==> src/hw/rtl/mca_pkg.sv <==
// ----------------------------------------------------------------------------
// mca_pkg
// Shared types and constants of the modular coefficient ALU.
// ----------------------------------------------------------------------------
package mca_pkg;

  localparam int ModBits   = 62;
  localparam int XBits     = 126;  // widest value handed to the reducer
  localparam int RecipBits = 128;  // Barrett shift k, reciprocal floor(2^k / q)
  localparam int RemBits   = 64;   // partial remainder, below 3q

  localparam logic [ModBits-1:0]   ModReset   = ModBits'(12289);
  localparam logic [RecipBits-1:0] RecipReset =
    RecipBits'((129'd1 << RecipBits) / 129'd12289);

  typedef enum logic [1:0] {
    OpAdd = 2'd0,
    OpSub = 2'd1,
    OpMul = 2'd2,
    OpRed = 2'd3
  } op_e;

  // register levels of mca_mul: partial products, then a binary adder tree
  function automatic int mul_lat(int aw, int bw);
    return $clog2(((aw + 31) >> 5) * ((bw + 31) >> 5)) + 1;
  endfunction

endpackage

==> src/hw/rtl/mca_recip.sv <==
// ----------------------------------------------------------------------------
// mca_recip
// Modulus register and bit-serial divider for the Barrett reciprocal.
// ----------------------------------------------------------------------------
module mca_recip import mca_pkg::*; (
  input  logic                 clk_i,
  input  logic                 rst_ni,
  input  logic                 cfg_valid_i,
  output logic                 cfg_ready_o,
  input  logic [ModBits-1:0]   cfg_data_i,
  output logic                 busy_o,
  output logic [ModBits-1:0]   modulus_o,
  output logic [RecipBits-1:0] recip_o
);

  localparam int CntBits = $clog2(RecipBits + 1);

  logic                 busy_q;
  logic [CntBits-1:0]   cnt_q;
  logic [ModBits-1:0]   rem_q;
  logic [ModBits-1:0]   modulus_q;
  logic [RecipBits-1:0] recip_q;
  logic [ModBits:0]     rem_sh;
  logic                 ge;
  logic [ModBits:0]     rem_sub;

  // dividend is 2^k: one set bit at the first step
  assign rem_sh  = {rem_q, (cnt_q == CntBits'(RecipBits))};
  assign ge      = rem_sh >= {1'b0, modulus_q};
  assign rem_sub = rem_sh - {1'b0, modulus_q};

  always_ff @(posedge clk_i or negedge rst_ni) begin
    if (!rst_ni) begin
      busy_q    <= 1'b0;
      cnt_q     <= '0;
      modulus_q <= ModReset;
      recip_q   <= RecipReset;
    end else if (cfg_valid_i && !busy_q) begin
      busy_q    <= 1'b1;
      cnt_q     <= CntBits'(RecipBits);
      modulus_q <= cfg_data_i;
    end else if (busy_q) begin
      recip_q <= {recip_q[RecipBits-2:0], ge};
      cnt_q   <= cnt_q - 1'b1;
      if (cnt_q == '0) begin
        busy_q <= 1'b0;
      end
    end
  end

  always_ff @(posedge clk_i) begin
    if (cfg_valid_i && !busy_q) begin
      rem_q <= '0;
    end else if (busy_q) begin
      rem_q <= ge ? rem_sub[ModBits-1:0] : rem_sh[ModBits-1:0];
    end
  end

  assign cfg_ready_o = !busy_q;
  assign busy_o      = busy_q;
  assign modulus_o   = modulus_q;
  assign recip_o     = recip_q;

endmodule

==> config.mk <==
export PLATFORM = sky130hd
export DESIGN_NAME = mca_recip
export DESIGN_NICKNAME = d
export VERILOG_FILES = /design/src/hw/rtl/mca_pkg.sv /design/src/hw/rtl/mca_recip.sv
export SDC_FILE = /design/constraint.sdc
export NUM_CORES = 1
export LEC_CHECK = 0
export BUFFER_PORTS_ARGS = -buffer_cell sky130_fd_sc_hd__buf_2
export CORE_AREA = 2 2 172 242
export CTS_CLUSTER_DIAMETER = 150
export DETAILED_ROUTE_END_ITERATION = 10
export DIE_AREA = 0 0 174 244
export SETUP_SLACK_MARGIN = 0.2
export SLEW_MARGIN = 20
export SYNTH_ARGS = -nofsm -noshare
export SYNTH_HDL_FRONTEND = slang
export SYNTH_SLANG_ARGS = --single-unit
==> constraint.sdc <==
create_clock -name clk_i -period 9 [get_ports clk_i]
set_input_delay 2.7 -clock clk_i [delete_from_list [all_inputs] [get_ports clk_i]]
set_output_delay 2.7 -clock clk_i [all_outputs]
set_load 0.02 [all_outputs]
## Yosys cells after proc, flatten, opt, wreduce, memory -nomap -nowiden

Cells that the tools add are included.

| word-level totals | value |
|---|---|
| flip-flop bits (word level) | 261 |
| word-level logic and storage cells | 21 |
| input bits | 65 |
| output and inout port bits | 192 |

| cells by class | value |
|---|---|
| $lt $le $gt $ge | 1 |
| $add $sub $neg | 2 |
| multiplexer cells | 6 |
| reductions and logical operators | 5 |
| bitwise logic cells | 1 |
| eq/ne operators | 1 |

Operators with widths:

| operator | count |
|---|---|
| 63-bit by 62-bit >= comparator with 1-bit output | 1 |
| 62-bit 2-to-1 mux | 1 |
| 62-bit subtractor | 1 |
| 8-bit 2-to-1 mux | 2 |
| 8-bit == test, second input constant | 1 |
| 8-bit logical NOT | 1 |
| 8-bit by 1-bit subtractor with 8-bit output, second input constant | 1 |
| 1-bit 2-to-1 mux | 3 |
| 2-bit AND reduction | 1 |
| 2-bit nonzero test | 1 |
| 1-bit logical AND | 1 |
| 1-bit logical NOT | 1 |
| 1-bit inverter | 1 |

## Logic depth before layout (Yosys ltp)

| depth | value |
|---|---|
| word-level depth | 4 |
| mapped depth | 17 |
| mapped depth without buffers | 16 |

## Worst setup path before layout

No wires, ideal clock.

| path | value |
|---|---|
| path type | register to output |
| start point | register busy_q (netlist: busy_o) |
| end point | output cfg_ready_o |
| data required time | 6300 ps |
| path buffers | 3 |
| setup slack | 4899 ps |
| stages on the path, launching flop included | 5 |
| data arrival time | 1401 ps |
| path through | dfrtp_1 -> clkbuf_8 -> inv_1 -> clkbuf_1 -> clkbuf_1 |

| on the way | value |
|---|---|
| word-level cells in the longest chain between the ends | 1 |

Ends and longest elaborated chain:

| item | line | RTL |
|---|---|---|
| start, declared | mca_recip.sv:18 | `logic busy_q;` |
| start signal, assigned | mca_recip.sv:34 | `busy_q <= 1'b0;` |
| start signal, assigned | mca_recip.sv:39 | `busy_q <= 1'b1;` |
| start signal, assigned | mca_recip.sv:46 | `busy_q <= 1'b0;` |
| 1-bit logical NOT | mca_recip.sv:59 | `assign cfg_ready_o = !busy_q;` |
| end, declared | mca_recip.sv:9 | `output logic cfg_ready_o,` |

No other way between the ends.

## Final worst setup path

| path | value |
|---|---|
| start point | register cnt_q[4] |
| end point | register rem_q[55] |

| on the way | value |
|---|---|
| word-level cells in the longest chain between the ends | 3 |
| elaborated cells on any way between the ends | 4 |
| those cells by class | 1 x add/sub; 1 x order compare; 1 x eq/ne; 1 x mux |

Ends and longest elaborated chain:

| item | line | RTL |
|---|---|---|
| start, declared | mca_recip.sv:19 | `logic [CntBits-1:0] cnt_q;` |
| start signal, assigned | mca_recip.sv:40 | `cnt_q <= CntBits'(RecipBits);` |
| start signal, assigned | mca_recip.sv:44 | `cnt_q <= cnt_q - 1'b1;` |
| 8-bit == test * | mca_recip.sv:28 | `assign rem_sh = {rem_q, (cnt_q == CntBits'(RecipBits))};` |
| 62-bit subtractor / 63-bit by 62-bit >= comparator with 1-bit output (equally long branches) | mca_recip.sv:30, mca_recip.sv:29 |  |
| 62-bit 2-to-1 mux * | mca_recip.sv:55 | `rem_q <= ge ? rem_sub[ModBits-1:0] : rem_sh[ModBits-1:0];` |
| end signal, assigned | mca_recip.sv:55 |  |
| end, declared | mca_recip.sv:20 | `logic [ModBits-1:0] rem_q;` |

Mark *: on every way between the ends. The rest lies on a longest branch, timed or not.
A chain may end at the register's enable or synchronous reset.

==> impl_metrics.ini <==
[routing]
postRouteAntennaNets = 0
dr.max_layer_used = met4
wl_per_cell_um = 16.5
met2WireLength_um = 18800
viasPerCell = 5.05
route.detailed.drc = 0
routed_wl_um = 36400
num_vias = 11200
drt_pass1_iterations = 5
drt_iter0_drc = 500
wl_met1_um = 15200
wl_met3_um = 1390

[setup_path]
cp_num_buf_inv = 1
r2r_end = rem_q[55]$_SDFFE_PP0P_
worstReg2RegStart = cnt_q[4]$_DFFE_PN0P_
worst_path_max_delay_cell = or4_1
crit_family = simple AND/OR/NAND/NOR gates
arrival_ns = 5.11
worst_path_largest_cell_delay_ns = 0.59
crit_type = register to register
worstRegToRegCells = 15
worstPathRequired_ns = 9.50
cp-start-kind = register
end_kind = register
cp.depth = 15
r2r_setup_slack_ns = 4.39
path_cells = or4_1 > nor2_1 > nand3_1 > ha_1 > nand2b_1 > a211oi_2 > o22ai_2 > o31a_1 > o21ai_2 > and4_4 > o2111a_2 > nor2_4 > buf_4 > or4_1 > nand3_1
cp_max_fo = 68

[timing]
fin_tns_setup_ns = 0
max_clock_freq_ghz = 0.217
fin_crit_ns = 4.61
setup_viol = 0
slew_viol_final = 0
clock_skew_ns = 0.0203
hold_viol = 0
worst_pin_slew_ns = 0.961
period_share_pct = 51.2
relSlewSlack_pct = 35.9
layout_setup_ws_ns = 4.39
rsz0062_at_grt = no

[floorplanning]
die_w_um = 174
fp.dieH_um = 244
start_util_pct = 34.8
die_area_um2 = 42500
rows = 87
core_area_um2 = 40100
io_pins = 257

[cells_and_area]
fin_nets = 1783
syn_to_final_growth_pct = 18.4
drive_above_1_share_pct = 32.2
final_area_um2 = 16500
num_antenna_cells = 0
nFillCells = 4003
stdcell_count = 2209

[place]
place_inst = 2157
dpl-instance-area_um2 = 15600
gp_congestion = 0.895
pre_cts_slack_ns = 3.94
numPortBuffers = 256
post-dp-hpwl_um = 26900

[clocking]
cts_made_buffers = 28
clkTransAtPathRegs_ns = 0.06
htree_levels = 1
clkLatencyLatePin_ns = 0.56
cts_tree = yes
cts_root_buf = clkbuf_16
cts_resized = 0
cts.sinks = 261
ctsHoldBuffers = 0
post_cts.repair.setup_buffers = 0
cts_buffer_depth = 3

[global_route]
grt_first_pass_wirelength_um = 58100
grt_max_degree = 96
grt_pass1_vias = 11000
antenna_found_initial = 0
grtUsageTotal_pct = 16.7
gr-total-overflow = 0

[worst_hold_path]
min_from = rem_q[40]$_SDFFE_PP0P_
holdPathEnd = rem_q[40]$_SDFFE_PP0P_
hold_path.class = register to register
min_path_cells = 2

[power_and_ir_drop]
p_leak_nw = 7.70
vdd_drop_max_mv = 0.270
powerDensity_nw_per_um2 = 471

[yosys]
synth-edff-count = 0
synth_seq_cells = 261
syn-cell-area_um2 = 14000
synthArstFlopShare_pct = 76.2
yosys_warnings = 0
netlist_instances = 1434
syn-num-nets = 1564
ys_seq_area_share_pct = 45.1
synth.avg_cell_area_um2 = 9.73
synth_cell_types = 80
ys.flop_type = dfrtp_1

[run]
maxCapViolations = 0

[run_status]
run_status = complete, no violations
[report_power, final]
group / internal, mW / switching, mW / leakage (nW) / total, mW
combinational: 1.83 / 2.79 / 4.39 / 4.63
sequential: 1.68 / 0.307 / 2.86 / 1.98
clock: 0.682 / 0.492 / 0.452 / 1.17
total: 4.19 / 3.59 / 7.70 / 7.78
[worst min-delay path, cell delays in order, from the launching register on]
cell and delay [ns]:
dfxtp_1 0.32, nand2_1 0.05, o21ai_1 0.05
[per-layer routing]
layer / GRT usage [%] / vias to the layer above
met5: 0 / -
met4: 5.31 / 0
met3: 2.11 / 59
met2: 30.9 / 278
met1: 20.0 / 5336
li1: - / 5491
[flip-flops by register name, summed over array words and instances, names as in the netlist]
signal	flops
modulus_o	62
rem_q	62
cnt_q	8
busy_o	1
recip_o	128
[cell type report]
type                    count  area [µm²]  share of cell area (%)
clock inverters            15         145                   0.878
repair buffers            264        1350                    8.17
clock buffers              37         796                    4.82
well taps                 534         668                    4.04
inverters                  81         304                    1.84
multi-input cells        1017        6960                    42.1
flip-flops and latches    261        6300                    38.2
[kinds of logic after synthesis]
group | Yosys count | share of synthesized area [%]
AOI/OAI and AO/OA | 402 | 17.8
xor gates and xnor gates | 58 | 3.64
adders and majority gates | 65 | 5.88
buffers and inverters | 156 | 5.12
DFF | 261 | 45.1
muxes | 138 | 11.0
and+or+nand+nor | 354 | 11.4
[through the flow]
step	hold slack (ns)	util, %	total power [mW]
finish	0.472	41.2	7.78
detailed placement	0.466	38.9	6.62
floorplan	0.444	-	5.54
global placement	0.459	38.9	6.56
global route	0.503	41.2	8.46
CTS	0.475	41.2	7.86
[layout by cell type, fill, tap and decap left out, drive strengths merged, types with 19 or more instances in the layout]
| cell type | instances |
|---|---|
| nor2 | 83 |
| nand4 | 19 |
| ha | 64 |
| xor2 | 25 |
| dfxtp | 62 |
| buf | 263 |
| dfstp | 63 |
| nand2 | 170 |
| dfrtp | 136 |
| xnor2 | 33 |
| a21oi | 108 |
| inv | 82 |
| clkbuf | 38 |
| mux2 | 127 |
| o21ai | 154 |
| a21o | 36 |
[how the worst max path moves through the flow]
stage                          from                     end  slack, ns
2_1_floorplan      busy_o$_DFF_PN0_             cfg_ready_o       4.90
3_3_place_gp            cfg_valid_i    cnt_q[7]$_DFFE_PN0P_       4.07
3_5_place_dp            cfg_valid_i    cnt_q[7]$_DFFE_PN0P_       3.94
4_1_cts        cnt_q[4]$_DFFE_PN0P_  rem_q[55]$_SDFFE_PP0P_       4.44
5_1_grt        cnt_q[4]$_DFFE_PN0P_  rem_q[10]$_SDFFE_PP0P_       4.12
6_report       cnt_q[4]$_DFFE_PN0P_  rem_q[55]$_SDFFE_PP0P_       4.39
[Yosys cell counts, types with 35 or more instances]
library cell  number  area share (%)
inv_1             80             2.2
dfstp_2           63              12
nor2_1            80             2.2
a21oi_1          103             3.7
o21ai_0          131             4.7
dfrtp_1          136              24
clkbuf_1          49             1.3
mux2_2           127              10
a21o_1            35             1.9
nand2_1          170             4.6
dfxtp_1           62             8.9
ha_1              64             5.7
Note: power is estimated with default switching activity, not from simulation.
